**config.mk**
```make
export PLATFORM = sky130hd
export DESIGN_NAME = segx_div_cell
export DESIGN_NICKNAME = d
export VERILOG_FILES = /design/src/rtl/segx_pkg.sv /design/src/rtl/segx_div_cell.sv
export SDC_FILE = /design/constraint.sdc
export NUM_CORES = 1
export LEC_CHECK = 0
export BUFFER_PORTS_ARGS = -buffer_cell sky130_fd_sc_hd__buf_2
export CORE_AREA = 2 2 171 173
export DETAILED_ROUTE_END_ITERATION = 10
export DIE_AREA = 0 0 173 175
export PLACE_DENSITY = 0.88
export SETUP_SLACK_MARGIN = 0.05
export SLEW_MARGIN = 25
export SYNTH_ARGS = -nofsm -noshare
export SYNTH_HDL_FRONTEND = slang
export SYNTH_SLANG_ARGS = --single-unit
```
**constraint.sdc**
```tcl
create_clock -name clock -period 5.4 [get_ports clock]
set_clock_uncertainty 0.15 [all_clocks]
set_input_delay 1.08 -clock clock [delete_from_list [all_inputs] [get_ports clock]]
set_output_delay 1.08 -clock clock [all_outputs]
set_load 0.05 [all_outputs]
```
**src/rtl/segx_pkg.sv**
```systemverilog
// shared types, widths and status codes for the segment intersection block
`default_nettype none
package segx_pkg;
   localparam int COORD_W = 16;
   localparam int DELTA_W = COORD_W + 1;
   localparam int PROD_W  = 2 * DELTA_W;
   localparam int CROSS_W = PROD_W + 1;
   localparam int MAG_W   = CROSS_W - 1;
   localparam int DMAG_W  = COORD_W;
   localparam int WIDE_W  = MAG_W + DMAG_W;
   localparam int Q_W     = DMAG_W;
   localparam int NCELLS  = Q_W;

   localparam logic [1:0] STATUS_HIT      = 2'd0;
   localparam logic [1:0] STATUS_PARALLEL = 2'd1;
   localparam logic [1:0] STATUS_MISS     = 2'd2;

   typedef struct packed {
      logic signed [COORD_W-1:0] a_start_x;
      logic signed [COORD_W-1:0] a_start_y;
      logic signed [COORD_W-1:0] a_end_x;
      logic signed [COORD_W-1:0] a_end_y;
      logic signed [COORD_W-1:0] b_start_x;
      logic signed [COORD_W-1:0] b_start_y;
      logic signed [COORD_W-1:0] b_end_x;
      logic signed [COORD_W-1:0] b_end_y;
   } req_type;

   typedef struct packed {
      logic [1:0]                hit_status;
      logic signed [COORD_W-1:0] hit_x;
      logic signed [COORD_W-1:0] hit_y;
   } rsp_type;

   // word handed from one divider cell to the next
   typedef struct packed {
      logic                      valid;
      logic [1:0]                status;
      logic                      neg_x;
      logic                      neg_y;
      logic [COORD_W-1:0]        xa0;
      logic [COORD_W-1:0]        ya0;
      logic [WIDE_W-1:0]         rem_x;
      logic [WIDE_W-1:0]         rem_y;
      logic [WIDE_W-1:0]         dvs;
      logic [Q_W-1:0]            qx;
      logic [Q_W-1:0]            qy;
   } segx_cell_type;
endpackage
`default_nettype wire

```
**src/rtl/segx_div_cell.sv**
```systemverilog
// one restoring divider cell: one quotient bit for x and y
`default_nettype none
module segx_div_cell
   import segx_pkg::*;
(
   input  wire logic          clock,
   input  wire logic          reset,
   input  wire logic          en,
   input  wire segx_cell_type in_word,
   output segx_cell_type      out_ff
);
   segx_cell_type out_in;
   logic          gx, gy;

   always_comb begin
      gx     = in_word.rem_x >= in_word.dvs;
      gy     = in_word.rem_y >= in_word.dvs;
      out_in = in_word;
      out_in.rem_x = gx ? in_word.rem_x - in_word.dvs : in_word.rem_x;
      out_in.rem_y = gy ? in_word.rem_y - in_word.dvs : in_word.rem_y;
      out_in.qx    = {in_word.qx[Q_W-2:0], gx};
      out_in.qy    = {in_word.qy[Q_W-2:0], gy};
      out_in.dvs   = in_word.dvs >> 1;
   end

   // only the valid bit is cleared by reset
   always_ff @(posedge clock) begin
      if (reset) begin
         out_ff.valid <= 1'b0;
      end else if (en) begin
         out_ff.valid <= out_in.valid;
      end
      if (en) begin
         out_ff.status <= out_in.status;
         out_ff.neg_x  <= out_in.neg_x;
         out_ff.neg_y  <= out_in.neg_y;
         out_ff.xa0    <= out_in.xa0;
         out_ff.ya0    <= out_in.ya0;
         out_ff.rem_x  <= out_in.rem_x;
         out_ff.rem_y  <= out_in.rem_y;
         out_ff.dvs    <= out_in.dvs;
         out_ff.qx     <= out_in.qx;
         out_ff.qy     <= out_in.qy;
      end
   end
endmodule
`default_nettype wire
```
# Word-level counts from Yosys, hierarchy flattened
# Cells that the tools add are included.
# Widths: inputs -> output; s select.
# totals
regBits	218
inputBits	222
out_inout_bits	219
# op_classes
mux	2
magnitude_cmp	2
n_addsub	2
# ops
operator	n
$ge 50x50->1	2
$mux 50	2
$sub 50x50->50	2

# Depth between registers and ports, before layout
# Gate-level depths: netlist of the first run.
# depth
ltp_word	2
depth_mapped	16

# Worst setup path before layout of the first run
# No wires, ideal clock.
# synth_path
kind	input to register
start	input in_word[82] in the netlist's numbering
end	register out_ff[119] in the netlist's numbering (data pin)
path_stages	16
arrival_time_ns	3.834
setup_ns	0.262
required_time_ns	4.988
path_buffers	2
setup_slack_ns	1.153
cell_sequence	inv_1 ha_1 inv_1 fa_1 a211oi_1 o21bai_1 a21oi_1 o311ai_2 a21oi_4 a21oi_4 a41oi_4 o21a_1 buf_6 inv_4 buf_6 mux2_1
# synth_lines
element	line_no	text
start, declared	segx_div_cell.sv:9	input wire segx_cell_type in_word,
end, declared	segx_div_cell.sv:10	output segx_cell_type out_ff

==> results of run 1 <==
==> layer usage <==
| metal | part of all wire | up-vias |
|---|---|---|
| li1 | - | 5655 |
| met3 | 0.076 | 87 |
| met4 | 0.032 | 0 |
| met1 | 0.40 | 5656 |
| met5 | 0 | - |
| met2 | 0.49 | 548 |
==> kinds of logic after synthesis <==
group,share of synthesized area
AOI/OAI and AO/OA,0.183
and+or+nand+nor,0.0926
DFF,0.467
buffers and inverters,0.0413
adders and majority gates,0.0922
xor gates and xnor gates,0.0525
muxes,0.0713
other,0.000268
==> how the worst max path moves through the flow <==
stage / endpoint / slack (ns) / depth (start not counted)
after global placement: out_ff[84]$_DFFE_PP_ / 0.53 / 16
after global routing: out_ff[84]$_DFFE_PP_ / 0.78 / 17
final: out_ff[84]$_DFFE_PP_ / 0.96 / 16
after CTS: out_ff[106]$_DFFE_PP_ / 0.99 / 16
after detailed placement: out_ff[84]$_DFFE_PP_ / 0.47 / 16
after floorplan: out_ff[119]$_DFFE_PP_ / 1.15 / 16
==> final cells by class <==
type,count,area [sq um]
fill,2346,11000
multi-input combinational,906,6890
sequential,218,6540
timing repair buffer,451,2340
clock buffer,30,654
tap,384,480
inverter,90,340
clock inverter,10,131
antenna,3,7.51
==> placed cells by master (no fill, tap or decap), drive strengths merged, types with 26 or more instances in the layout <==
master    n
nand2    72
mux2     76
ha      100
o21ai    65
a21o     52
xor2     27
edfxtp  217
inv      91
nand3    30
nand4    35
nor2     48
xnor2    57
buf     451
a21oi   122
o21bai   26
clkbuf   30
==> worst reg2reg max path, cell delays in order (launching register included) <==
cell	delay [ns]
dfxtp_1	0.31
mux2i_1	0.12
nor2_1	0.05
==> power groups by stage <==
stage / Clock, W / Combinational, W / Sequential (W)
detailed placement: 0 / 0.00200 / 0.00217
CTS: 0.00170 / 0.00201 / 0.00214
global route: 0.00176 / 0.00214 / 0.00216
floorplan: 0 / 0.000812 / 0.00283
global placement: 0 / 0.00198 / 0.00217
finish: 0.00168 / 0.00203 / 0.00214
==> through the flow <==
| stage | setup WS [ns] | util | cell area, sq um | total power, W |
|---|---|---|---|---|
| floorplan | 1.15 | - | 14000 | 0.00364 |
| global placement | 0.527 | 0.584 | 16600 | 0.00416 |
| detailed placement | 0.465 | 0.584 | 16600 | 0.00418 |
| CTS | 0.990 | 0.612 | 17400 | 0.00586 |
| global route | 0.782 | 0.612 | 17400 | 0.00606 |
| finish | 0.962 | 0.612 | 17400 | 0.00584 |
==> impl_metrics.csv, run 1 <==
group,metric,value,unit
run_status,status,"finished, final reports clean",
sta,hold_ws,0.341,ns
sta,max-slew-margin-rel,0.460,
setup_path,required,5.52,ns
clocking,ctsHoldBuffers,0,
setup_path,cp_num_buf_inv,5,
sta,fmax,225,MHz
setup_path,crit_top_cell,"a21oi_4",
logic_synthesis,ys_ff_latch,218,
layout,drive_above_1_share,0.332,
floorplan,start_util,0.493,
route,via_per_inst,5.71,
global_route,met3_usage,0.0529,
route,drtPass1Iterations,7,
global_route,overflow,0,
clocking,tritoncts,"done",
setup_path,reg2reg_depth,2,
route,postRouteAntennaNets,0,
logic_synthesis,synth.most_common_cell,"edfxtp_1",
setup_path,cp_top_family,"compound AO/OA/AOI/OAI gates",
floorplan,die_w,173,um
clocking,worstSkewPairLatency,0.53,ns
route,vias,11946,
layout,top_register,"out_ff",
pwr,power_frac_comb,0.347,
sta,tns,0,ns
setup_path,cp_max_fo,22,
logic_synthesis,yosysTopAreaCell,"edfxtp_1",
logic_synthesis,ys.flop_type,"edfxtp_1",
sta,hold_violations,0,
logic_synthesis,ys_seq_area_frac,0.467,
global_route,grt_usage,0.276,
logic_synthesis,netlist_instances,1262,
placement,gp_congestion,0.918,
global_route,met2_usage,0.484,
global_route,grt_pass1_vias,11618,
route,route.detailed.drc,0,
global_route,grt_max_degree,105,
clocking,cts_buffer_depth,3,
sta,finalCritPeriodShare,0.822,
clocking,post_cts_resize_count,0,
route,drt_iter0_drc,914,
logic_synthesis,ys_warn_count,0,
setup_path,cp-end-kind,"flop",
setup_path,slowest_stage,"o311ai_2",
pwr,seq_power_share,0.366,
global_route,grt_pass1_wl,64900,um
pwr,p_int,0.00372,W
clocking,root_buffer,"clkbuf_16",
floorplan,die_area,30300,sq um
setup_path,cp_cell_sequence,"buf_2 > ha_1 > inv_1 > fa_1 > a211oi_1 > o21bai_1 > a21oi_1 > buf_4 > o311ai_2 > a21oi_4 > a21oi_4 > a41oi_4 > o21a_1 > inv_4 > buf_12 > mux2_1",
sta,rsz0062_at_grt,"no",
route,wire_per_inst,20.9,um
logic_synthesis,synth-async-reset-ratio,0,
setup_path,start_kind,"primary input",
floorplan,num_rows,62,
setup_path,startpoint,"in_word[32]",
setup_path,cp_slowest_stage_delay,0.47,ns
floorplan,coreArea,28400,sq um
clocking,clkTransAtPathRegs,0.06,ns
setup_path,critical_path_class,"primary input to flop",
route,drt-total-wl,43800,um
logic_synthesis,syn_area_per_cell,11.1,sq um
worst_hold_path,hp-class,"flop to flop",
global_route,met1_usage,0.344,
global_route,antenna_found_initial,3,
pwr,switching_share,0.363,
layout,finalNetCount,2015,
logic_synthesis,synth.top_cell.area_share,0.465,
worst_hold_path,hold_path_depth,2,
sta,post-route-min-period,4.44,ns
layout,stdcell_count,2092,
layout,reg_top3,"out_ff: 218 flops",
clocking,cts_setup_buffers,0,
sta,drv_slew,0,
logic_synthesis,synth_area_leaders,"edfxtp_1 47%, ha_1 8.9%, a21oi_1 4.3%",
placement,dp_cells,2049,
worst_hold_path,hp-start,"out_ff[218]$_SDFFE_PP0P_",
run,cap_viol_max_count,0,
placement,numPortBuffers,437,
sta,finalSetupViolCount,0,
global_route,grt_busiest_layer,"met2",
clocking,numCtsBuffers,24,
logic_synthesis,syn-cell-area,14000,sq um
pwr,powerDensity,336,nW/um^2
logic_synthesis,synth_edf_count,217,
setup_path,cp.arrival,4.56,ns
pwr,p_leak,7.75,nW
floorplan,die_h,175,um
setup_path,r2r_slack,4.67,ns
floorplan,io_pins,441,
logic_synthesis,synth.top_cells.by_count,"217 x edfxtp_1, 119 x a21oi_1, 100 x ha_1",
clocking,clkSinkCount,218,
placement,dp_hpwl,35000,um
logic_synthesis,syn_nets,1586,
pwr,power.share.clock,0.287,
layout,largest_register_ffs,218,
worst_hold_path,hold_end,"out_ff[218]$_SDFFE_PP0P_",
setup_path,r2r-end,"out_ff[218]$_SDFFE_PP0P_",
layout,area_growth,24.1,%
pwr,irDropWorstVdd,255,uV
sta,worst_slew_pin_slew,0.811,ns
clocking,htreeDepth,1,
logic_synthesis,synth.distinct_cells,78,
pwr,p_sw,0.00212,W
setup_path,r2r-start,"out_ff[218]$_SDFFE_PP0P_",
Power figures use the tool's default switching activity.
==> inputs of run 2 (changes only) <==
==> constraint.sdc (replaced) <==
create_clock -name clock -period 4.57 [get_ports clock]
set_clock_uncertainty 0.15 [all_clocks]
set_input_delay 0.914 -clock clock [delete_from_list [all_inputs] [get_ports clock]]
set_output_delay 0.914 -clock clock [all_outputs]
set_load 0.05 [all_outputs]
==> run 2 against run 1 <==
  * Cell area grew 1.4%
  * Cell count grew 1.7%
  * Global-route usage grew 0.20 points
  * Critical endpoint is now out_ff[120]$_DFFE_PP_
  * Largest power group unchanged
==> impl_metrics.csv, run 2 (same netlist as run 1, synthesis figures left out) <==
group,metric,value,unit
run_status,status,"finished, final reports clean",
layout,largest_register_ffs,218,
setup_path,required,4.68,ns
floorplan,coreArea,28400,sq um
global_route,antenna_found_initial,9,
floorplan,die_h,175,um
sta,finalSetupViolCount,0,
setup_path,start_kind,"primary input",
floorplan,io_pins,441,
placement,dp_cells,2079,
global_route,grt_pass1_vias,11621,
setup_path,cp.arrival,4.07,ns
layout,n_fill_cell,2370,
route,wire_per_inst,20.8,um
setup_path,cp-end-kind,"flop",
sta,worst_slew_pin_slew,0.809,ns
clocking,numCtsBuffers,24,
sta,max-slew-margin-rel,0.460,
layout,mostFrequentLayoutCells,"436 x buf_2, 217 x edfxtp_1, 119 x a21oi_1",
clocking,ctsHoldBuffers,0,
floorplan,die_w,173,um
layout,final_common_cell,"buf_2",
floorplan,start_util,0.493,
pwr,irDropWorstVdd,280,uV
setup_path,critical_path_class,"primary input to flop",
clocking,cts_setup_buffers,0,
clocking,worstSkewPairLatency,0.52,ns
clocking,clkTransAtPathRegs,0.06,ns
route,route.detailed.drc,0,
run,cap_viol_max_count,0,
layout,drive_above_1_share,0.343,
clocking,tritoncts,"done",
setup_path,cp_cell_sequence,"buf_2 > ha_1 > inv_1 > fa_1 > a211oi_1 > o21bai_1 > a21oi_1 > buf_4 > o311ai_2 > a21oi_4 > a21oi_4 > a41oi_4 > o21a_1 > inv_4 > buf_4 > mux2_1",
layout,stdcell_count,2127,
floorplan,die_area,30300,sq um
sta,hold_ws,0.354,ns
layout,area_growth,25.8,%
layout,seqCellArea,6540,sq um
clocking,clkSinkCount,218,
floorplan,num_rows,62,
clocking,post_cts_resize_count,0,
setup_path,slowest_stage,"o311ai_2",
sta,drv_slew,0,
setup_path,cp_slowest_stage_delay,0.42,ns
sta,post-route-min-period,3.95,ns
worst_hold_path,hp-class,"flop to flop",
clocking,cts_buffer_depth,3,
route,postRouteAntennaNets,0,
placement,dp_hpwl,35600,um
pwr,powerDensity,393,nW/um^2
sta,finalCritPeriodShare,0.865,
sta,rsz0062_at_grt,"no",
global_route,overflow,0,
route,drt_iter0_drc,889,
placement,numPortBuffers,437,
layout,reg_top3,"out_ff: 218 flops",
route,via_per_inst,5.72,
route,vias,12166,
clocking,root_buffer,"clkbuf_16",
layout,finalNetCount,2045,
layout,top_register,"out_ff",
global_route,grt_usage,0.278,
route,drtPass1Iterations,6,
global_route,grt_max_degree,106,
setup_path,cp_max_fo,15,
sta,fmax,253,MHz
route,drt-total-wl,44200,um
placement,gp_congestion,0.902,
global_route,grt_pass1_wl,65900,um
layout,multi_input_area,6890,sq um
sta,hold_violations,0,
sta,tns,0,ns
pwr,p_leak,7.88,nW
clocking,htreeDepth,1,
==> run 2: final cells by class <==
type / instances / share of cell area
Antenna cell: 4 / 0.000568
Clock buffer: 28 / 0.0361
Tap cell: 384 / 0.0273
Sequential cell: 218 / 0.371
Clock inverter: 16 / 0.00902
Inverter: 90 / 0.0193
Multi-Input combinational cell: 906 / 0.391
Timing Repair Buffer: 481 / 0.146
==> run 2: worst paths after layout <==
kind / end / cells after the start / slack, ns / from
worst min-delay path: out_ff[218]$_SDFFE_PP0P_ / 2 / 0.35 / out_ff[218]$_SDFFE_PP0P_
worst max-delay path: out_ff[120]$_DFFE_PP_ / 16 / 0.62 / in_word[32]
worst max register to register: out_ff[218]$_SDFFE_PP0P_ / 2 / 3.83 / out_ff[218]$_SDFFE_PP0P_
worst min register to register: out_ff[218]$_SDFFE_PP0P_ / 2 / 0.35 / out_ff[218]$_SDFFE_PP0P_
==> run 2: metrics by stage <==
step / instance area (sq um) / utilization / setup slack (ns) / total power, W
2_1_floorplan: 14000 / - / 0.489 / 0.00430
3_3_place_gp: 16800 / 0.592 / 0.202 / 0.00495
3_5_place_dp: 16800 / 0.592 / 0.108 / 0.00498
4_1_cts: 17600 / 0.620 / 0.637 / 0.00693
5_1_grt: 17600 / 0.621 / 0.405 / 0.00718
6_report: 17600 / 0.621 / 0.618 / 0.00692
==> run 2: power by group <==
| group | switching, W | internal [W] | total, W |
|---|---|---|---|
| Clock | 0.000841 | 0.00112 | 0.00196 |
| Sequential | 0.0000555 | 0.00247 | 0.00253 |
| Combinational | 0.00166 | 0.000774 | 0.00243 |
==> run 2: routing by layer <==
layer	GRT usage	vias to the layer above	share of wire
li1	-	5734	-
met4	0.0706	10	0.021
met5	0	-	0.0016
met2	0.498	526	0.50
met3	0.0535	70	0.076
met1	0.345	5826	0.40
==> run 2: critical path: cells and delay by family <==
kind	cells	cell delay, ns
mux	1	0.36
buf+inv	5	0.72
compound gates	8	1.62
fa+ha+maj	2	0.43
